<file path="src/design/lpkt_pkg.sv">
// Shared widths, outcome codes and controller/datapath interface types for the key table.
package lpkt_pkg;

    localparam int KEY_W       = 32;
    localparam int SIZE_W      = 9;
    localparam int SLOT_W      = 8;
    localparam int COUNT_W     = 9;
    localparam int OUTCOME_W   = 2;
    localparam int DEPTH_DEF    = 256;
    localparam int KEY_BITS_DEF = 32;

    localparam logic [OUTCOME_W-1:0] OUT_FOUND    = 2'd0;
    localparam logic [OUTCOME_W-1:0] OUT_RESERVED = 2'd1;
    localparam logic [OUTCOME_W-1:0] OUT_ABSENT   = 2'd2;
    localparam logic [OUTCOME_W-1:0] OUT_FULL     = 2'd3;

    typedef struct packed {
        logic clear;   // write one zero entry of the clearing pass
        logic accept;  // latch the request, start the remainder unit
        logic home;    // load the probe index with the home slot
        logic rd;      // read the slot at the probe index
        logic check;   // evaluate the slot just read
        logic emit;    // load the result register
    } t_cmd;

    typedef struct packed {
        logic clr_last;
        logic mod_done;
        logic stop;
        logic out_free;
    } t_stat;

endpackage

</file>
<file path="src/design/lpkt_ctrl.sv">
// Sequencer for clearing, home slot computation, probe walk and result hand-off.
module lpkt_ctrl import lpkt_pkg::*; (
    input  logic  i_clk,
    input  logic  i_rst_n,
    input  logic  i_in_valid,
    output logic  o_in_ready,
    input  t_stat i_stat,
    output t_cmd  o_cmd
);

    localparam logic [2:0] S_CLEAR = 3'd0;
    localparam logic [2:0] S_IDLE  = 3'd1;
    localparam logic [2:0] S_MOD   = 3'd2;
    localparam logic [2:0] S_READ  = 3'd3;
    localparam logic [2:0] S_CHECK = 3'd4;
    localparam logic [2:0] S_EMIT  = 3'd5;

    logic [2:0] r_state;
    logic [2:0] n_state;

    always_comb begin
        n_state = r_state;
        o_cmd   = '0;
        case (r_state)
            S_CLEAR: begin
                o_cmd.clear = 1'b1;
                if (i_stat.clr_last) begin
                    n_state = S_IDLE;
                end
            end
            S_IDLE: begin
                if (i_in_valid) begin
                    o_cmd.accept = 1'b1;
                    n_state      = S_MOD;
                end
            end
            S_MOD: begin
                if (i_stat.mod_done) begin
                    o_cmd.home = 1'b1;
                    n_state    = S_READ;
                end
            end
            S_READ: begin
                o_cmd.rd = 1'b1;
                n_state  = S_CHECK;
            end
            S_CHECK: begin
                o_cmd.check = 1'b1;
                n_state     = i_stat.stop ? S_EMIT : S_READ;
            end
            S_EMIT: begin
                // hold the finished result until the output register frees up
                if (i_stat.out_free) begin
                    o_cmd.emit = 1'b1;
                    n_state    = S_IDLE;
                end
            end
            default: begin
                n_state = S_IDLE;
            end
        endcase
    end

    always_ff @(posedge i_clk) begin
        if (!i_rst_n) begin
            r_state <= S_CLEAR;
        end else begin
            r_state <= n_state;
        end
    end

    assign o_in_ready = (r_state == S_IDLE);

endmodule

</file>
<file path="config.mk">
export PLATFORM = sky130hd
export DESIGN_NAME = lpkt_ctrl
export DESIGN_NICKNAME = d
export VERILOG_FILES = /design/src/design/lpkt_pkg.sv /design/src/design/lpkt_ctrl.sv
export SDC_FILE = /design/constraint.sdc
export NUM_CORES = 1
export LEC_CHECK = 0
export ABC_AREA = 1
export BUFFER_PORTS_ARGS = -buffer_cell sky130_fd_sc_hd__buf_2
export CAP_MARGIN = 5
export CORE_AREA = 4 4 41 43
export DETAILED_ROUTE_END_ITERATION = 8
export DIE_AREA = 0 0 45 47
export SYNTH_ARGS = -nofsm -noshare
export SYNTH_HDL_FRONTEND = slang
export SYNTH_SLANG_ARGS = --single-unit
</file>
<file path="constraint.sdc">
create_clock -name i_clk -period 1.85 [get_ports i_clk]
set_input_delay 0.2775 -clock i_clk [delete_from_list [all_inputs] [get_ports i_clk]]
set_output_delay 0.2775 -clock i_clk [all_outputs]
set_load 0.1 [all_outputs]
</file>
== Word level (Yosys, flattened, before mapping) ==
Index checks and enable logic that the tools add are counted.

* Register bits after elaboration: 3
* Input bits: 7
* Word-level logic and storage cells: 27

* Equality and inequality tests: 9
* Mux-type cells: 15
* Reductions and logical operators: 2

{| class="wikitable"
|+ Operators with widths
! kind !! count
|-
| $pmux W3 S6 || 1
|-
| $mux W3 || 5
|-
| $mux W1 || 9
|-
| $ne A2 B2 Y1 const B || 4
|-
| $eq A3 B2 Y1 const B || 2
|-
| $eq A3 B3 Y1 const B || 2
|-
| $reduce_and A4 Y1 || 1
|-
| $eq A3 B1 Y1 const B || 1
|-
| $logic_not A3 Y1 || 1
|}

== Logic depth before layout (Yosys ltp) ==
Gate-level depths: netlist of run 1.

* Depth in word-level cells: 3
* Depth in mapped cells: 8

== Least setup slack after synthesis of run 1 ==
No wires, ideal clock.

* Kind: flip-flop to output port
* From: register r_state[2]
* To: output o_cmd[0] (netlist bit)
* Arrival: 2.505 ns
* Required time: 1.572 ns
* Path slack: -0.932 ns
* Stages on the path, launching flop included: 3
* Buffers on the path: 0
* Cell sequence: dfxtp_1 > nand2_1 > nor3_1

{| class="wikitable"
|+ RTL lines
! item !! RTL line !! RTL
|-
| start: declaration || lpkt_ctrl.sv:18 || <nowiki>logic [2:0] r_state;</nowiki>
|-
| start signal: assignment || lpkt_ctrl.sv:68 || <nowiki>r_state <= n_state;</nowiki>
|-
| end: declaration || lpkt_ctrl.sv:8 || <nowiki>output t_cmd o_cmd</nowiki>
|}

==> results of run 1 <==
-- cell type report --
| class | count | area (um2) |
|---|---|---|
| tap | 15 | 18.77 |
| multi-input combinational | 32 | 151.4 |
| inverter | 12 | 45.04 |
| sequential | 3 | 60.06 |
| fill | 173 | 934.6 |
| timing repair buffer | 13 | 65.06 |
| clock buffer | 4 | 26.28 |
-- logic make-up (layout without fill, tap and decap cells) --
logic type             after synthesis  count (layout)  share of synthesized area
AOI/OAI and AO/OA                    3               3                    0.05998
DFF                                  3               3                     0.2400
buffers and inverters               13              29                     0.2250
and+or+nand+nor                     29              29                     0.4750
-- worst min path at each step --
stage,start,endpoint,slack [ns],depth (start not counted)
after floorplan,i_rst_n,r_state[1]$_SDFFE_PN0P_,0.40,2
after global placement,i_rst_n,r_state[1]$_SDFFE_PN0P_,0.54,3
after detailed placement,i_rst_n,r_state[2]$_SDFFE_PN0P_,0.54,3
after CTS,i_rst_n,r_state[1]$_SDFFE_PN0P_,0.29,3
after global routing,i_rst_n,r_state[1]$_SDFFE_PN0P_,0.32,3
final,i_rst_n,r_state[1]$_SDFFE_PN0P_,0.30,3
-- metal layers --
metal / share of wire / GRT usage
met4: 0.018 / 0.07018
met5: 0 / 0
met1: 0.46 / 0.06803
met2: 0.41 / 0.1017
met3: 0.11 / 0.01533
-- worst reg2reg max path, stage by stage, from the launching register on --
cell and delay (ns):
dfxtp_1 0.48, inv_1 0.14, nand3_1 0.12, nand2_1 0.06, nor2_1 0.17, nand2_1 0.07
nand2_1 0.06, nor2_1 0.04
-- layout by cell type, fill, tap and decap left out, drive strengths merged --
cell type	Yosys	final
dfxtp	3	3
nor3	2	2
clkbuf	0	4
a21oi	1	1
nor2	12	12
o21ai	2	2
buf	1	13
nand2	11	11
nand3	4	4
inv	12	12
-- through the flow --
step / setup WS (ns) / hold WS, ns
2_1_floorplan: -0.09561 / 0.3980
3_3_place_gp: 0.3825 / 0.5365
6_report: 0.1223 / 0.2981
4_1_cts: 0.1085 / 0.2902
5_1_grt: 0.007687 / 0.3165
3_5_place_dp: 0.3675 / 0.5354
==> flow_summary.ini, run 1 <==
[yosys]
syn_inst = 48
yosysWarnings = 0
ys_seq_area_frac = 0.2400
async_flop_share = 0
ys_types = 10
synth_most_common_cell = inv_1
synth-seq-cells = 3
syn_area_per_cell_um2 = 5.213
synth_area_leader_cell = dfxtp_1
synth_edf_count = 0
synthFlopType = dfxtp_1
synth_area_um2 = 250.2
synth.area.top_cells = dfxtp_1, inv_1, nand2_1, nor2_1, nand3_1
synth_top_area_frac = 0.2400
syn_nets = 55
synthTopCellsByCount = inv_1, nand2_1, nor2_1

[detailed_routing]
num_vias = 304
ant_nets = 0
drt-pass1-iter-count = 3
drc = 0
wl_um = 601
wl_per_cell_um = 7.608
dr.first_iter.drc_count = 4
viasPerCell = 3.848

[worst_setup_path]
crit_start = r_state[0]$_SDFFE_PN0P_
crit_path_top_delay_cell = buf_2
crit_chain = inv_1 > nor2_2 > nand2_1 > nor2_2 > buf_2
required_ns = 1.57
r2r-start = r_state[1]$_SDFFE_PN0P_
timing.critical_path.buf_inv = 2
end_kind = output pin
path_class = reg2out
timing.rr.end = r_state[1]$_SDFFE_PN0P_
worst_path_most_repeated_cell = nor2_2
reg2reg_depth = 7
crit_path_end = o_cmd[4]
worst-path-max-fanout = 5
rrSetupSlack_ns = 0.60
path_depth = 5
critical-path-top-delay-family = buffers and inverters
cp_data_arrival_time_ns = 1.45
slowest_delay_ns = 0.42
start_kind = flop

[sta]
hold_violations = 0
clock_skew_ns = 0.001755
min_period_ns = 1.728
worst_pin_slew_ns = 0.4870
fin_tns_setup_ns = 0
relSlewSlack = 0.6776
setup_viol = 0
clock.fmax_mhz = 578.8
fin_crit_sh = 0.9339
drv_slew = 0
rsz0062_at_grt = false

[cells_and_area]
antennaDiodeCount = 0
regMostFlops = r_state
largest_register_ffs = 3
fin_util = 0.2817
design_area_um2 = 366.6
finalNonFillerCells = 79
drive_above_1_share = 0.3438
area_growth_pct = 46.50
largest_registers = r_state x3
final_nets = 72

[global_route]
track_usage = 0.06472
grt-ovfl-total = 0
antenna_found_initial = 0
grt_max_degree = 9
grt_pass1_wl_um = 952
grt_pass1_vias = 270

[clock_tree]
clockRootBuffer = clkbuf_4
clk_path_buf_depth = 2
post_cts_buffers = 0
cts_buffers = 3
clkSinkCount = 3
cts_resized = 0
cts_max_level = 1
clk_latency_ns = 0.23
cts_tree = yes
path_clk_slew_ns = 0.04
cts_hold_buf = 0

[flow_run]
max-cap-violations = 0

[floorplanning]
initial_core_util = 0.1923
core-area_um2 = 1301
die_area_um2 = 2115
die-width_um = 45
ios = 14
die_h_um = 47
num_rows = 13

[status]
outcome = finished clean

[place]
gp_congestion = 0.8024
hpwl_um = 486.8
dp_cells = 75
post_dp_cell_area_um2 = 340.3
port-buffer-count = 13

[min_path]
hp-class = in2reg
Power of run 1 is left out: the tool's default activity adds up to more than one toggle a clock period on the data nets, which glitch-free logic cannot reach.
==> inputs of run 2 (changes only) <==
Settings changed: CORE_AREA 4 4 41 43 to 2 2 39 41, DIE_AREA 0 0 45 47 to 0 0 41 43.
Clock period 1.85 ns to 2 ns, I/O delays scaled along.
==> run 2 against run 1 <==
  * Clock skew rose by 0.0016 ns
  * Critical endpoint unchanged
  * First-iteration DRC count rose by 130%
  * Global-route usage rose by 2.6 points
  * Final area rose by 0.34%
  * Cell count rose by 1.3%
  * Routed wire length fell by 1.7%
  * Count of clock-buffer cells in the layout did not move
  * Non-clock buffer count did not move
  * Worst hold slack improved by 0.013 ns
  * Critical path type unchanged
  * Via count rose by 0.99%
==> flow_summary.ini, run 2 (synthesis gave the netlist of run 1 again) <==
[min_path]
whs_endpoint = r_state[2]$_SDFFE_PN0P_
hold_start = i_rst_n
hp-class = in2reg
hold_depth = 3

[detailed_routing]
drc = 0
ant_nets = 0
viasPerCell = 3.838
m1WireLength_um = 278
wl_per_cell_um = 7.388
drt-pass1-iter-count = 2
dr_wl_met3_um = 45
wl_um = 591
dr.first_iter.drc_count = 9
num_vias = 307
top_layer_used = met4
route.met2.wl_um = 248

[cells_and_area]
area_growth_pct = 47.00
antennaDiodeCount = 0
drive_above_1_share = 0.3438
fillCellCount = 157
largest_registers = r_state x3
largest_register_ffs = 3
regMostFlops = r_state
fin_util = 0.2658
mostFrequentLayoutCells = buf_2, inv_1, nand2_1
final_nets = 72
final_common_cell = buf_2

[clock_tree]
cts_resized = 0
clockRootBuffer = clkbuf_4
clkSinkCount = 3
cts_max_level = 1
post_cts_buffers = 0
cts_buffers = 3
cts_hold_buf = 0
cts_tree = yes
clk_path_buf_depth = 2
path_clk_slew_ns = 0.04
clk_latency_ns = 0.23

[global_route]
track_usage = 0.09054
grt_pass1_vias = 254
grt-ovfl-total = 0
grt_max_degree = 9
antenna_found_initial = 0
grt_pass1_wl_um = 979

[worst_setup_path]
worst-path-max-fanout = 5
reg2reg_depth = 7
timing.rr.end = r_state[1]$_SDFFE_PN0P_
required_ns = 1.70
crit_chain = inv_1 > nor2_2 > nand2_1 > nor2_2 > buf_2
slowest_delay_ns = 0.42
path_class = reg2out
timing.critical_path.buf_inv = 2
start_kind = flop
end_kind = output pin
worst_path_most_repeated_cell = nor2_2
crit_start = r_state[0]$_SDFFE_PN0P_
critical-path-top-delay-family = buffers and inverters
crit_path_top_delay_cell = buf_2
rrSetupSlack_ns = 0.82
r2r-start = r_state[1]$_SDFFE_PN0P_
cp_data_arrival_time_ns = 1.47
path_depth = 5

[floorplanning]
die-width_um = 41
core-area_um2 = 1384
num_rows = 14
die_area_um2 = 1763
initial_core_util = 0.1808
ios = 14
die_h_um = 43

[sta]
hold_violations = 0
min_period_ns = 1.775
clock.fmax_mhz = 563.5
fin_crit_sh = 0.8874
relSlewSlack = 0.6776
drv_slew = 0
fin_tns_setup_ns = 0
rsz0062_at_grt = false
worst_slack_ns = 0.2253
setup_viol = 0
clock_skew_ns = 0.003401
worst_pin_slew_ns = 0.4869

[place]
place_ws_ns = 0.4846
port-buffer-count = 13
hpwl_um = 465.3
gp_congestion = 0.7101

[flow_run]
max-cap-violations = 0

[status]
outcome = finished clean
## run 2: per-layer routing
metal / global-route usage / up-vias
met3: 0.03141 / 2
met2: 0.08750 / 11
met5: 0 / -
met4: 0.1200 / 0
met1: 0.1230 / 120
li1: - / 174
## run 2: worst register-to-register path, delay by kind of cell (launching register included)
family,cells,cell delay [ns]
flops,1,0.47
simple gates,6,0.46
buf+inv,1,0.14
## run 2: how the worst max path moves through the flow
stage	to	slack, ns
CTS	o_cmd[4]	0.22
floorplan	o_cmd[0]	0.03
global placement	o_cmd[4]	0.51
detailed placement	o_cmd[4]	0.48
finish	o_cmd[4]	0.23
global route	o_cmd[4]	0.13
## run 2: through the flow
stage	std cells	area [um2]	hold WS, ns
after floorplan	48	267.8	0.4205
after global routing	80	367.9	0.3323
after CTS	80	367.9	0.3005
after global placement	76	341.6	0.5578
final	80	367.9	0.3116
after detailed placement	76	341.6	0.5504
## run 2: area by class of cell
| cell class | instances | area (um2) | area share |
|---|---|---|---|
| multi-input cells | 32 | 151.4 | 0.4116 |
| repair buffers | 13 | 65.06 | 0.1769 |
| flip-flops and latches | 3 | 60.06 | 0.1633 |
| inverters | 12 | 45.04 | 0.1224 |
| clock buffers | 4 | 26.28 | 0.07143 |
| well taps | 16 | 20.02 | 0.05442 |
Power of run 2 is left out for the same reason.
==> inputs of run 3 (changes only) <==
--- a/config.mk
+++ b/config.mk
@@ -8,3 +8,3 @@
 export ABC_AREA = 1
-export BUFFER_PORTS_ARGS = -buffer_cell sky130_fd_sc_hd__buf_2
+export BUFFER_PORTS_ARGS = -buffer_cell sky130_fd_sc_hd__clkbuf_2
 export CAP_MARGIN = 5
==> constraint.sdc (replaced) <==
create_clock -name i_clk -period 2 [get_ports i_clk]
set_input_delay 0.4 -clock i_clk [delete_from_list [all_inputs] [get_ports i_clk]]
set_output_delay 0.4 -clock i_clk [all_outputs]
set_load 0.1 [all_outputs]
==> run 3 against run 2 <==
  * Flip-flop and latch count stayed put
  * Worst hold slack better by 0.10 ns
  * Register-to-register slack hardly changed
  * Count of clock-buffer cells in the layout stayed put
==> flow_summary.ini, run 3 (synthesis gave the netlist of run 1 again) <==
[detailed_routing]
dr.first_iter.drc_count = 6
ant_nets = 0
viasPerCell = 3.900
num_vias = 312
wl_um = 578
drt-pass1-iter-count = 4
wl_per_cell_um = 7.225
drc = 0

[global_route]
antenna_found_initial = 0
track_usage = 0.08350
grt_pass1_vias = 263
grt-ovfl-total = 0
grt_pass1_wl_um = 952
grt_max_degree = 9

[clock_tree]
cts_max_level = 1
clkSinkCount = 3
cts_resized = 0
clk_path_buf_depth = 2
path_clk_slew_ns = 0.04
cts_hold_buf = 0
clockRootBuffer = clkbuf_4
cts_buffers = 3
post_cts_buffers = 0
clk_latency_ns = 0.24
cts_tree = yes

[place]
dp_cells = 76
hpwl_um = 477
gp_congestion = 0.7806
port-buffer-count = 13
place_ws_ns = 0.4003

[sta]
fin_crit_sh = 0.9234
clock.fmax_mhz = 541.5
worst_slack_ns = 0.1532
hold_violations = 0
worst_pin_slew_ns = 0.5409
rsz0062_at_grt = false
holdWs_ns = 0.4120
clock_skew_ns = 0.001767
drv_slew = 0
relSlewSlack = 0.6410
setup_viol = 0
min_period_ns = 1.847

[worst_setup_path]
start_kind = flop
rrSetupSlack_ns = 0.81
timing.critical_path.buf_inv = 3
worst-path-max-fanout = 5
critical-path-top-delay-family = buffers and inverters
timing.rr.end = r_state[1]$_SDFFE_PN0P_
slowest_delay_ns = 0.45
path_class = reg2out
end_kind = output pin
required_ns = 1.60
crit_path_top_delay_cell = clkbuf_2
crit_chain = inv_1 > nor2_2 > inv_1 > nor2_2 > clkbuf_2
cp_data_arrival_time_ns = 1.45
reg2reg_depth = 7
r2r-start = r_state[1]$_SDFFE_PN0P_

[cells_and_area]
fillCellCount = 167
largest_registers = r_state x3
antennaDiodeCount = 0
final_common_cell = inv_1
area_growth_pct = 49.00
mostFrequentLayoutCells = inv_1, nand2_1, clkbuf_2
largest_register_ffs = 3
drive_above_1_share = 0.3438
final_nets = 72
finalNonFillerCells = 80
regMostFlops = r_state

[floorplanning]
die_area_um2 = 1763
die-width_um = 41
ios = 14
die_h_um = 43
initial_core_util = 0.1808
core-area_um2 = 1384
num_rows = 14

[min_path]
hold_depth = 3
hold_start = i_rst_n
hp-class = in2reg
whs_endpoint = r_state[1]$_SDFFE_PN0P_

[flow_run]
max-cap-violations = 0

[status]
outcome = finished clean
[run 3: changes by cell type in the layout (fill, tap and decap cells not counted)]
cell      before  now
buf_4          0    2
buf_2         13    0
clkbuf_2       0   11
[run 3: cell type report]
| cell class | count | area (um2) | share of cell area |
|---|---|---|---|
| multi-input cells | 32 | 151.4 | 0.4060 |
| repair buffers | 13 | 70.07 | 0.1879 |
| flip-flops and latches | 3 | 60.06 | 0.1611 |
| inverters | 12 | 45.04 | 0.1208 |
| clock buffers | 4 | 26.28 | 0.07047 |
| well taps | 16 | 20.02 | 0.05369 |
[run 3: routing by layer]
layer | vias up | track usage | routed length, um
met2 | 11 | 0.09375 | 246
met3 | 2 | 0.01571 | 37
met4 | 0 | 0.1000 | 20
li1 | 172 | - | -
met1 | 127 | 0.1133 | 273
met5 | - | 0 | 0
[run 3: worst max-delay path by stage]
stage / from / endpoint / slack [ns] / cells after the start
floorplan: r_state[2]$_SDFFE_PN0P_ / o_cmd[0] / -0.07 / 2
global placement: r_state[1]$_SDFFE_PN0P_ / o_cmd[2] / 0.41 / 3
detailed placement: r_state[0]$_SDFFE_PN0P_ / o_cmd[2] / 0.40 / 5
CTS: r_state[0]$_SDFFE_PN0P_ / o_cmd[2] / 0.14 / 5
global route: r_state[1]$_SDFFE_PN0P_ / o_cmd[2] / 0.06 / 3
finish: r_state[0]$_SDFFE_PN0P_ / o_cmd[2] / 0.15 / 5
[run 3: worst reg2reg max path: cells and delay by family (launching register included)]
| kind | cells | cell delay, ns |
|---|---|---|
| buf+inv | 1 | 0.14 |
| flops | 1 | 0.48 |
| simple gates | 6 | 0.47 |
[run 3: per-stage QoR]
step	setup TNS (ns)	cell area, um2	utilization
2_1_floorplan	-0.06811	267.8	-
3_3_place_gp	0	346.6	0.2505
3_5_place_dp	0	346.6	0.2505
4_1_cts	0	372.9	0.2694
5_1_grt	0	372.9	0.2694
6_report	0	372.9	0.2694
Power of run 3 is left out for the same reason.
